--- src/design/som_pkg.sv ---
// Shared constants, types and the exponential factor table for the map training block.
`default_nettype none

package som_pkg;

  localparam int GRID_COLS_DEF = 8;
  localparam int GRID_ROWS_DEF = 8;
  localparam int VEC_LEN_DEF   = 4;

  localparam int W_W     = 24;   // weight, unsigned Q16.8
  localparam int FEAT_W  = 16;
  localparam int FEAT_N  = 4;    // feature fields on the input
  localparam int SEL_W   = 6;
  localparam int WIN_W   = 6;
  localparam int STEP_W  = 16;
  localparam int RATE_W  = 16;

  localparam int S_TDATA_W  = 72;
  localparam int M_TDATA_W  = 120;
  localparam int CFG_ADDR_W = 3;
  localparam int CFG_DATA_W = 16;

  localparam int ED_NUM_W = 62;  // widest dividend: d2 << 31
  localparam int ED_DEN_W = 41;  // widest divisor: squared radius in Q.16
  localparam int ED_Q_W   = 21;  // quotient bits that reach the exponential
  localparam int EXP_W    = 33;  // Q0.32 with room for 1.0
  localparam int D2_W     = 31;
  localparam int DXY_W    = 15;

  localparam logic [1:0] MODE_TRAIN    = 2'd0;
  localparam logic [1:0] MODE_CLASSIFY = 2'd1;
  localparam logic [1:0] MODE_WRITE    = 2'd2;
  localparam logic [1:0] MODE_READ     = 2'd3;

  localparam logic [CFG_ADDR_W-1:0] REG_INITIAL_RATE    = 3'd0;
  localparam logic [CFG_ADDR_W-1:0] REG_ITERATION_LIMIT = 3'd1;
  localparam logic [CFG_ADDR_W-1:0] REG_START_RADIUS    = 3'd2;
  localparam logic [CFG_ADDR_W-1:0] REG_RADIUS_DECAY    = 3'd3;
  localparam logic [CFG_ADDR_W-1:0] REG_CELL_W          = 3'd4;
  localparam logic [CFG_ADDR_W-1:0] REG_CELL_H          = 3'd5;

  typedef enum logic [1:0] {ED_IDLE, ED_DIV, ED_EXP} ed_state_t;

  typedef enum logic [4:0] {
    S_IDLE, S_SCAN, S_DRAIN, S_WS_GO, S_WS_WAIT, S_WS_MUL, S_D2A, S_D2B, S_CHK,
    S_INFL, S_F24, S_MAG, S_SHIFT, S_RATE_GO, S_RATE_WAIT, S_RATE_MUL, S_ACCESS, S_DONE
  } ctl_state_t;

  typedef struct packed {
    logic                start;
    logic [ED_NUM_W-1:0] num;
    logic [ED_DEN_W-1:0] den;
  } ed_req_t;

  // exp(-2^(k-16)) in Q0.32
  function automatic logic [31:0] exp_factor(input logic [4:0] k);
    logic [31:0] f;
    case (k)
      5'd0:  f = 32'd4294901760;
      5'd1:  f = 32'd4294836226;
      5'd2:  f = 32'd4294705160;
      5'd3:  f = 32'd4294443040;
      5'd4:  f = 32'd4293918848;
      5'd5:  f = 32'd4292870656;
      5'd6:  f = 32'd4290775039;
      5'd7:  f = 32'd4286586875;
      5'd8:  f = 32'd4278222805;
      5'd9:  f = 32'd4261543595;
      5'd10: f = 32'd4228380000;
      5'd11: f = 32'd4162825044;
      5'd12: f = 32'd4034748382;
      5'd13: f = 32'd3790295335;
      5'd14: f = 32'd3344923893;
      5'd15: f = 32'd2605029347;
      5'd16: f = 32'd1580030169;
      5'd17: f = 32'd581260615;
      5'd18: f = 32'd78665070;
      5'd19: f = 32'd1440801;
      5'd20: f = 32'd483;
      default: f = 32'd0;
    endcase
    return f;
  endfunction

endpackage

`default_nettype wire

--- src/design/som_cell.sv ---
// One map node: its weight vector, passed to the neighbouring node on each shift.
`default_nettype none

module som_cell import som_pkg::*; #(
  parameter int VEC_LEN = VEC_LEN_DEF
) (
  input  logic                          clk,
  input  logic                          shift,
  input  logic [VEC_LEN-1:0][W_W-1:0]   din,
  output logic [VEC_LEN-1:0][W_W-1:0]   dout
);

  logic [VEC_LEN-1:0][W_W-1:0] w;

  always_ff @(posedge clk) begin
    if (shift) begin
      w <= din;
    end
  end

  assign dout = w;

endmodule

`default_nettype wire

--- config.mk ---
export PLATFORM = sky130hd
export DESIGN_NAME = som_cell
export DESIGN_NICKNAME = d
export VERILOG_FILES = /design/src/design/som_pkg.sv /design/src/design/som_cell.sv
export SDC_FILE = /design/constraint.sdc
export NUM_CORES = 1
export LEC_CHECK = 0
export BUFFER_PORTS_ARGS = -buffer_cell sky130_fd_sc_hd__buf_2
export CAP_MARGIN = 10
export CORE_MARGIN = 3
export CORE_UTILIZATION = 41
export DETAILED_ROUTE_END_ITERATION = 10
export PLACE_DENSITY = 0.79
export SKIP_CTS_REPAIR_TIMING = 1
export SKIP_LAST_GASP = 1
export SLEW_MARGIN = 10
export SYNTH_ARGS = -nofsm -noshare
export SYNTH_HDL_FRONTEND = slang
export SYNTH_SLANG_ARGS = --single-unit
--- constraint.sdc ---
create_clock -name clk -period 0.8 [get_ports clk]
set_input_delay 0.16 -clock clk [delete_from_list [all_inputs] [get_ports clk]]
set_output_delay 0.16 -clock clk [all_outputs]
set_load 0.05 [all_outputs]
==> impl_metrics.toml <==
[status]
status = "complete, but fails checks"
violations = "negative setup slack"

[synth]
syn_area_mm2 = 0.002883
syn_inst = 96
synth_top_area_share_pct = 100.0
synth_cell_type_count = 1
yosys.area.top_type = "edfxtp_1"
ys_ff_latch = 96
yosys_warnings = 0
synth_area_leaders = "edfxtp_1"
syn_area_per_cell_um2 = 30.03
synth_seq_area_share_pct = 100.0
syn_nets = 194

[clock_network]
cts-root-buf = "clkbuf_8"
clock-sinks = 96
cts_max_path_buffers = 2
cts_made_buffers = 9
h-tree-depth = 3
clk_pin_slew_ns = 0.10
cts_tree = "built"

[floorplanning]
core_area_mm2 = 0.006568
boundaryPins = 194
die_y_um = 89.85
rows = 29
start_util_pct = 43.89
die_x_um = 89.85
die_area_mm2 = 0.008073

[final_layout]
final_area_mm2 = 0.005838
layout.nets = 499
multiInputGateArea_um2 = 0
syn_to_final_growth_pct = 102.5
final_cell_mix = "edfxtp_1, dlygate4sd3_1, buf_2, buf_6, clkbuf_8"
drive_gt1_share_pct = 52.46
instances_no_fill = 501
largest_reg_flops = 96
multi_input_cells = 0
nFillCells = 263

[drt]
antenna_left = 0
via_count = 2261
firstDrtPassIters = 4
post-route-drc-count = 0
wirelength_mm = 10.77
drt_iter0_drc = 152
avgViaCountPerCell = 4.513
drt-wirelength-per-cell_um = 21.50

[setup_path]
endpoint_kind = "primary output"
cp.arrival_ns = 0.98
critPathTopFamily = "flip-flops"
crit_chain = "buf_6"
required_ns = 0.64
critical_path.slowest_cell = "edfxtp_1"
max_stage_delay_ns = 0.43
cp.depth = 1
crit_type = "reg2out"
crit_path_start_kind = "flip-flop"
crit_fanout = 1
critPathBufInv = 1

[timing]
whs_ns = 0.2582
tightest_slew_ns = 0.2010
min_period_over_period_pct = 142.5
relSlewSlack_pct = 86.60
slew_violations = 0
setup_violations = 96
timing.final.ws_setup_ns = -0.3397
period_needed_ns = 1.140
fmax_mhz = 877.4
rsz0062_at_grt = "true"
timing_hold_violations_final = 0

[pwr]
switching_share_pct = 28.89
cellPowerDensity_mw_per_mm2 = 2233
clock_power_share_pct = 29.0
p_switching_mw = 3.767
power_frac_comb_pct = 23.3
pwr-share-seq_pct = 47.7
p_total_mw = 13.04
ir_worst_vdd_mv = 1.360
p_leak_nw = 2.451
internal_power_mw = 9.271

[job]
maxCapViolations = 0

[hold_path]
hold_class = "in2reg"
hold_depth = 2

[global_route]
grt_antenna_before_repair = 2
track_usage_pct = 16.18
grt_pass1_wl_mm = 9.798
grt_max_degree = 38
overflow = 0
grt_pass1_vias = 1820

[placed_design]
placed_area_mm2 = 0.004030
gp_congestion = 0.7290
io_buffers = 193
placedCellCount = 387
power groups by stage:
| stage | Clock (mW) | Combinational [mW] | Sequential [mW] |
|---|---|---|---|
| global route | 4.06 | 3.11 | 6.24 |
| global placement | 0 | 2.12 | 6.15 |
| CTS | 3.77 | 2.14 | 6.06 |
| floorplan | 0 | 0 | 7.59 |
| finish | 3.79 | 3.04 | 6.21 |
| detailed placement | 0 | 2.14 | 6.18 |
stage by stage:
stage / setup slack (ns) / util, % / setup TNS, ns
2_1_floorplan: 0.03940 / - / 0
3_3_place_gp: -0.06080 / 61.36 / -3.371
3_5_place_dp: -0.07283 / 61.36 / -4.239
4_1_cts: -0.3477 / 65.04 / -30.46
5_1_grt: -0.3664 / 88.89 / -31.52
6_report: -0.3397 / 88.89 / -28.20
per-layer routing:
layer / up-vias / GRT usage (%) / part of all wire (%)
li1: 1003 / - / -
met3: 21 / 6.010 / 6.2
met4: 0 / 7.143 / 2.7
met2: 130 / 31.58 / 57
met5: - / 0 / 0
met1: 1107 / 14.59 / 34
area by class of cell:
type | count | area, um2 | area share (%)
clock inverters | 7 | 117.6 | 2.015
flip-flops and latches | 96 | 2883 | 49.38
well taps | 93 | 116.4 | 1.993
diodes | 2 | 5.005 | 0.08573
clock buffers | 9 | 123.9 | 2.122
repair buffers | 294 | 2592 | 44.41
cells in the mapped netlist, drive strengths merged:
cell,n
edfxtp,96
worst paths after layout:
path,to,slack [ns],from
worst max-delay path,dout[31],-0.34,dout[31]
worst min-delay path,dout[57],0.26,shift
logic make-up (layout without fill, tap and decap cells):
kind of cell	count (synthesis)	after routing	share of synthesized area, %
buffers and inverters	0	310	0
flip-flops	96	96	100.0
other	0	2	0
No activity file was read; power rests on OpenSTA's default activity.
