==> src/design/som_pkg.sv <==
// Shared constants, types and the exponential factor table for the map training block.
`default_nettype none

package som_pkg;

  localparam int GRID_COLS_DEF = 8;
  localparam int GRID_ROWS_DEF = 8;
  localparam int VEC_LEN_DEF   = 4;

  localparam int W_W     = 24;   // weight, unsigned Q16.8
  localparam int FEAT_W  = 16;
  localparam int FEAT_N  = 4;    // feature fields on the input
  localparam int SEL_W   = 6;
  localparam int WIN_W   = 6;
  localparam int STEP_W  = 16;
  localparam int RATE_W  = 16;

  localparam int S_TDATA_W  = 72;
  localparam int M_TDATA_W  = 120;
  localparam int CFG_ADDR_W = 3;
  localparam int CFG_DATA_W = 16;

  localparam int ED_NUM_W = 62;  // widest dividend: d2 << 31
  localparam int ED_DEN_W = 41;  // widest divisor: squared radius in Q.16
  localparam int ED_Q_W   = 21;  // quotient bits that reach the exponential
  localparam int EXP_W    = 33;  // Q0.32 with room for 1.0
  localparam int D2_W     = 31;
  localparam int DXY_W    = 15;

  localparam logic [1:0] MODE_TRAIN    = 2'd0;
  localparam logic [1:0] MODE_CLASSIFY = 2'd1;
  localparam logic [1:0] MODE_WRITE    = 2'd2;
  localparam logic [1:0] MODE_READ     = 2'd3;

  localparam logic [CFG_ADDR_W-1:0] REG_INITIAL_RATE    = 3'd0;
  localparam logic [CFG_ADDR_W-1:0] REG_ITERATION_LIMIT = 3'd1;
  localparam logic [CFG_ADDR_W-1:0] REG_START_RADIUS    = 3'd2;
  localparam logic [CFG_ADDR_W-1:0] REG_RADIUS_DECAY    = 3'd3;
  localparam logic [CFG_ADDR_W-1:0] REG_CELL_W          = 3'd4;
  localparam logic [CFG_ADDR_W-1:0] REG_CELL_H          = 3'd5;

  typedef enum logic [1:0] {ED_IDLE, ED_DIV, ED_EXP} ed_state_t;

  typedef enum logic [4:0] {
    S_IDLE, S_SCAN, S_DRAIN, S_WS_GO, S_WS_WAIT, S_WS_MUL, S_D2A, S_D2B, S_CHK,
    S_INFL, S_F24, S_MAG, S_SHIFT, S_RATE_GO, S_RATE_WAIT, S_RATE_MUL, S_ACCESS, S_DONE
  } ctl_state_t;

  typedef struct packed {
    logic                start;
    logic [ED_NUM_W-1:0] num;
    logic [ED_DEN_W-1:0] den;
  } ed_req_t;

  // exp(-2^(k-16)) in Q0.32
  function automatic logic [31:0] exp_factor(input logic [4:0] k);
    logic [31:0] f;
    case (k)
      5'd0:  f = 32'd4294901760;
      5'd1:  f = 32'd4294836226;
      5'd2:  f = 32'd4294705160;
      5'd3:  f = 32'd4294443040;
      5'd4:  f = 32'd4293918848;
      5'd5:  f = 32'd4292870656;
      5'd6:  f = 32'd4290775039;
      5'd7:  f = 32'd4286586875;
      5'd8:  f = 32'd4278222805;
      5'd9:  f = 32'd4261543595;
      5'd10: f = 32'd4228380000;
      5'd11: f = 32'd4162825044;
      5'd12: f = 32'd4034748382;
      5'd13: f = 32'd3790295335;
      5'd14: f = 32'd3344923893;
      5'd15: f = 32'd2605029347;
      5'd16: f = 32'd1580030169;
      5'd17: f = 32'd581260615;
      5'd18: f = 32'd78665070;
      5'd19: f = 32'd1440801;
      5'd20: f = 32'd483;
      default: f = 32'd0;
    endcase
    return f;
  endfunction

endpackage

`default_nettype wire

==> src/design/som_expdiv.sv <==
// Shared unit: restoring divide, then exp(-q) one factor per cycle.
`default_nettype none

module som_expdiv import som_pkg::*; (
  input  logic             clk,
  input  logic             rst,
  input  ed_req_t          req,
  output logic             done,
  output logic [EXP_W-1:0] res
);

  ed_state_t state, state_next;

  logic [ED_NUM_W-1:0] rem;
  logic [ED_NUM_W-2:0] dsh;
  logic [ED_Q_W-1:0]   q;
  logic [4:0]          cnt;
  logic [EXP_W-1:0]    r;
  logic                sat;
  logic                ge;
  logic                last;
  logic                done_next;
  logic [64:0]         prod;
  logic [EXP_W-1:0]    r_next;

  // quotient of 2^21 or more gives exp = 0
  assign sat  = req.num >= {req.den, ED_Q_W'(0)};
  assign ge   = rem >= {1'b0, dsh};
  assign last = cnt == 5'(ED_Q_W - 1);

  assign prod   = 65'(r) * 65'(exp_factor(cnt)) + 65'(33'h080000000);
  assign r_next = q[cnt] ? prod[64:32] : r;

  always_ff @(posedge clk) begin
    if (rst) begin
      state <= ED_IDLE;
      done  <= 1'b0;
    end else begin
      state <= state_next;
      done  <= done_next;
    end
  end

  always_comb begin
    state_next = state;
    done_next  = 1'b0;
    case (state)
      ED_IDLE: begin
        if (req.start) begin
          if (sat) begin
            done_next = 1'b1;
          end else begin
            state_next = ED_DIV;
          end
        end
      end
      ED_DIV: begin
        if (last) begin
          state_next = ED_EXP;
        end
      end
      ED_EXP: begin
        if (last) begin
          state_next = ED_IDLE;
          done_next  = 1'b1;
        end
      end
      default: state_next = ED_IDLE;
    endcase
  end

  always_ff @(posedge clk) begin
    case (state)
      ED_IDLE: begin
        if (req.start) begin
          rem <= req.num;
          dsh <= {req.den, (ED_Q_W - 1)'(0)};
          cnt <= '0;
          r   <= sat ? '0 : {1'b1, 32'h0};
        end
      end
      ED_DIV: begin
        if (ge) begin
          rem <= rem - {1'b0, dsh};
        end
        q   <= {q[ED_Q_W-2:0], ge};
        dsh <= dsh >> 1;
        cnt <= last ? '0 : cnt + 5'd1;
      end
      ED_EXP: begin
        r   <= r_next;
        cnt <= cnt + 5'd1;
      end
      default: ;
    endcase
  end

  assign res = r;

endmodule

`default_nettype wire
==> config.mk <==
export PLATFORM = sky130hd
export DESIGN_NAME = som_expdiv
export DESIGN_NICKNAME = d
export VERILOG_FILES = /design/src/design/som_pkg.sv /design/src/design/som_expdiv.sv
export SDC_FILE = /design/constraint.sdc
export NUM_CORES = 2
export LEC_CHECK = 0
export BUFFER_PORTS_ARGS = -buffer_cell sky130_fd_sc_hd__buf_4
export CAP_MARGIN = 20
export CORE_MARGIN = 2
export CORE_UTILIZATION = 41
export DETAILED_ROUTE_END_ITERATION = 10
export PLACE_DENSITY = 0.53
export SYNTH_ARGS = -nofsm -noshare
export SYNTH_HDL_FRONTEND = slang
export SYNTH_SLANG_ARGS = --single-unit
==> constraint.sdc <==
create_clock -name clk -period 10.8 [get_ports clk]
set_clock_uncertainty 0.05 [all_clocks]
set_input_delay 2.16 -clock clk [delete_from_list [all_inputs] [get_ports clk]]
set_output_delay 2.16 -clock clk [all_outputs]
set_load 0.005 [all_outputs]
==> run summary <==
Crit Path Max Fanout - 13
Async SR Flop Fraction - 0%
Core area - 116000 µm²
Final Setup Violations - 0
Routed Antenna Nets - 0
CP most frequent cell - fa_1
CTS resizes - 0
CTS buffer count - 28
# IOs - 140
Iteration-0 DRC Markers - 2100
DRC - 0
Yosys top cell by area - fa_1
Crit path cell chain - buf_4, nand2_1, fa_1, fa_1, fa_1, fa_1, inv_1, fa_1, fa_1, fa_1, fa_1, ha_1, and4_1, nand2_1, or4_4, a211oi_2, o21ai_2, o21ai_2, a2111oi_2, o31ai_1, xor2_1, and2_1
Initial Utilization - 41.4%
Syn Nets - 6627
Global Route Usage Sum - 23.2%
Vias per cell - 5.18
Number of global-route vias before repair - 37.8k
Overflow after GRT - 0
CTS tree - done
Buf+Inv Stages, Crit Path - 2
Largest net degree at the start of global routing - 97
Number of synthesized register bits - 217
Outcome - finished, final reports clean
Post-CTS Setup Repair Bufs - 0
DP Area - 50800 µm²
Setup tns final - 0 ps
Max-Slew Margin vs Limit - 27.4%
Final period util - 83.6%
Avg Cell Area, Syn - 9.27 µm²
Post-synth top cells - 1089 x inv_1, 927 x fa_1, 646 x and2_1
Final #Nets - 6603
Critical Path End Type - register
Hold Path Class - reg -> reg
Hold Violations, Final - 0
CP top delay family - adder cells
Max-Cap Viols - 0
Max-slew violation count - 0
Post-Syn Area - 48100 µm²
First-pass DRT Iterations - 7
Worst endpoint required time - 11040 ps
Sequential-to-total area share from yosys stat - 12.8%
Die ar. - 120000 µm²
CP Class - reg -> reg
Synth top area share - 38.6%
Clock Tree Buf Depth - 3
Min Hold Slack - 396 ps
Netlist cell types - 77
Die height - 346 µm
Hold Buf Count CTS - 0
Fmax - 111 MHz
WP data arrival - 9280 ps
Via Count - 34.8k
Layout cells sized above 1 - 7.23%
I/O Buffers - 139
Slowest Stage Delay on Critical Path - 1020 ps
Top post-synthesis cells by area - fa_1 39%, edfxtp_1 11%, ha_1 11%, inv_1 8.5%, and2_1 8.4%
Routability Congestion - 0.901
Slew of the pin with the lowest slew margin - 1090 ps
Min cycle time layout - 9030 ps
Ys flop type - edfxtp_1
Yosys Warn Count - 0
Slowest CP cell - edfxtp_1
Final Cell Area - 51800 µm²
Setup crit start kind - register
Final HPWL DP - 108000 µm
Synth-to-Final Area Change - 7.71%
Cells after synthesis - 5187
Drt wl/cell - 20.3 µm
Row count - 125
Htree depth - 1
Worst skew pair latency - 560 ps
Die width - 346 µm
Unrepaired setup endpoints after global routing - false
Initial antenna violation count - 6
Clock sink count - 217
Clk slew on worst S/H paths - 60 ps
Number of synthesized flops with an enable pin - 182
Final WL - 136000 µm
Wire length of the first global-routing pass - 218000 µm
Most frequent cell after synthesis - inv_1
Root Buffer - clkbuf_16
==> area by class of cell <==
cell class                 count  area [µm²]
fill                       11500       64400
multi-input combinational   3586       36700
sequential                   217        6170
inverter                    1090        4090
tap                         1524        1910
timing repair buffer         240        1850
clock buffer                  39         846
clock inverter                13         173
antenna                        1        2.50
==> layer usage <==
metal	wire length [µm]	vias up	share of wire, %	GRT usage (%)
met4	3750	2	2.8	5.67
met1	58400	18000	43	30.2
met2	69100	727	51	41.9
met3	4730	163	3.5	1.69
met5	13	-	0.0096	0
li1	-	15900	-	-
==> placed cells by master, fill, tap and decap left out, drive strengths merged, types with 7 or more instances in the layout <==
cell type / Yosys / routed
a21oi: 157 / 157
a211oi: 12 / 12
ha: 407 / 407
buf: 7 / 240
nand2: 590 / 590
nor2: 104 / 104
nor2b: 19 / 19
clkbuf: 287 / 39
and2: 646 / 646
fa: 927 / 927
or2: 7 / 7
clkinv: 1 / 7
nor3: 17 / 17
o21a: 20 / 20
inv: 1089 / 1091
mux2: 54 / 54
and4: 10 / 10
o31ai: 12 / 12
nand2b: 13 / 13
o21ai: 145 / 145
xor2: 39 / 39
dfxtp: 35 / 35
and3: 12 / 12
nand4: 60 / 60
o21bai: 21 / 21
a21o: 94 / 94
a21boi: 10 / 10
a31oi: 19 / 19
or3: 8 / 8
edfxtp: 182 / 182
o22ai: 9 / 9
xnor2: 53 / 53
nand3: 24 / 24
==> worst reg2reg max path: cells and delay by family, from the launching register on <==
| family | cells | cell delay [ps] |
|---|---|---|
| buf+inv | 2 | 420 |
| compound gates | 5 | 1630 |
| fa+ha+maj | 9 | 4380 |
| flops | 1 | 1020 |
| xor+xnor | 1 | 120 |
| simple gates | 5 | 1170 |
==> final timing paths <==
kind	start	to	slack [ps]	depth (start not counted)
max	res[18]	res[26]	1770	22
min	q[15]	q[16]	400	0
max reg2reg	res[18]	res[26]	1770	22
min reg2reg	q[15]	q[16]	400	0
==> stage by stage <==
step | cells | utilization, % | setup WS [ps]
final | 6710 | 44.6 | 1770
after CTS | 6709 | 44.6 | 1720
after floorplan | 5187 | - | 2900
after detailed placement | 6657 | 43.7 | 1740
after global placement | 6656 | 43.7 | 1740
after global routing | 6709 | 44.6 | 1490
==> cells by family after synthesis <==
kind of cell,share of synthesized area [%]
buffers and inverters,10.8
AOI/OAI and AO/OA,7.53
adders and majority gates,49.2
xor gates and xnor gates,1.68
muxes,1.67
and+or+nand+nor,16.3
DFF,12.8
Power is left out: the tool's default activity adds up to more than one toggle a clock period on the data nets, which glitch-free logic cannot reach.
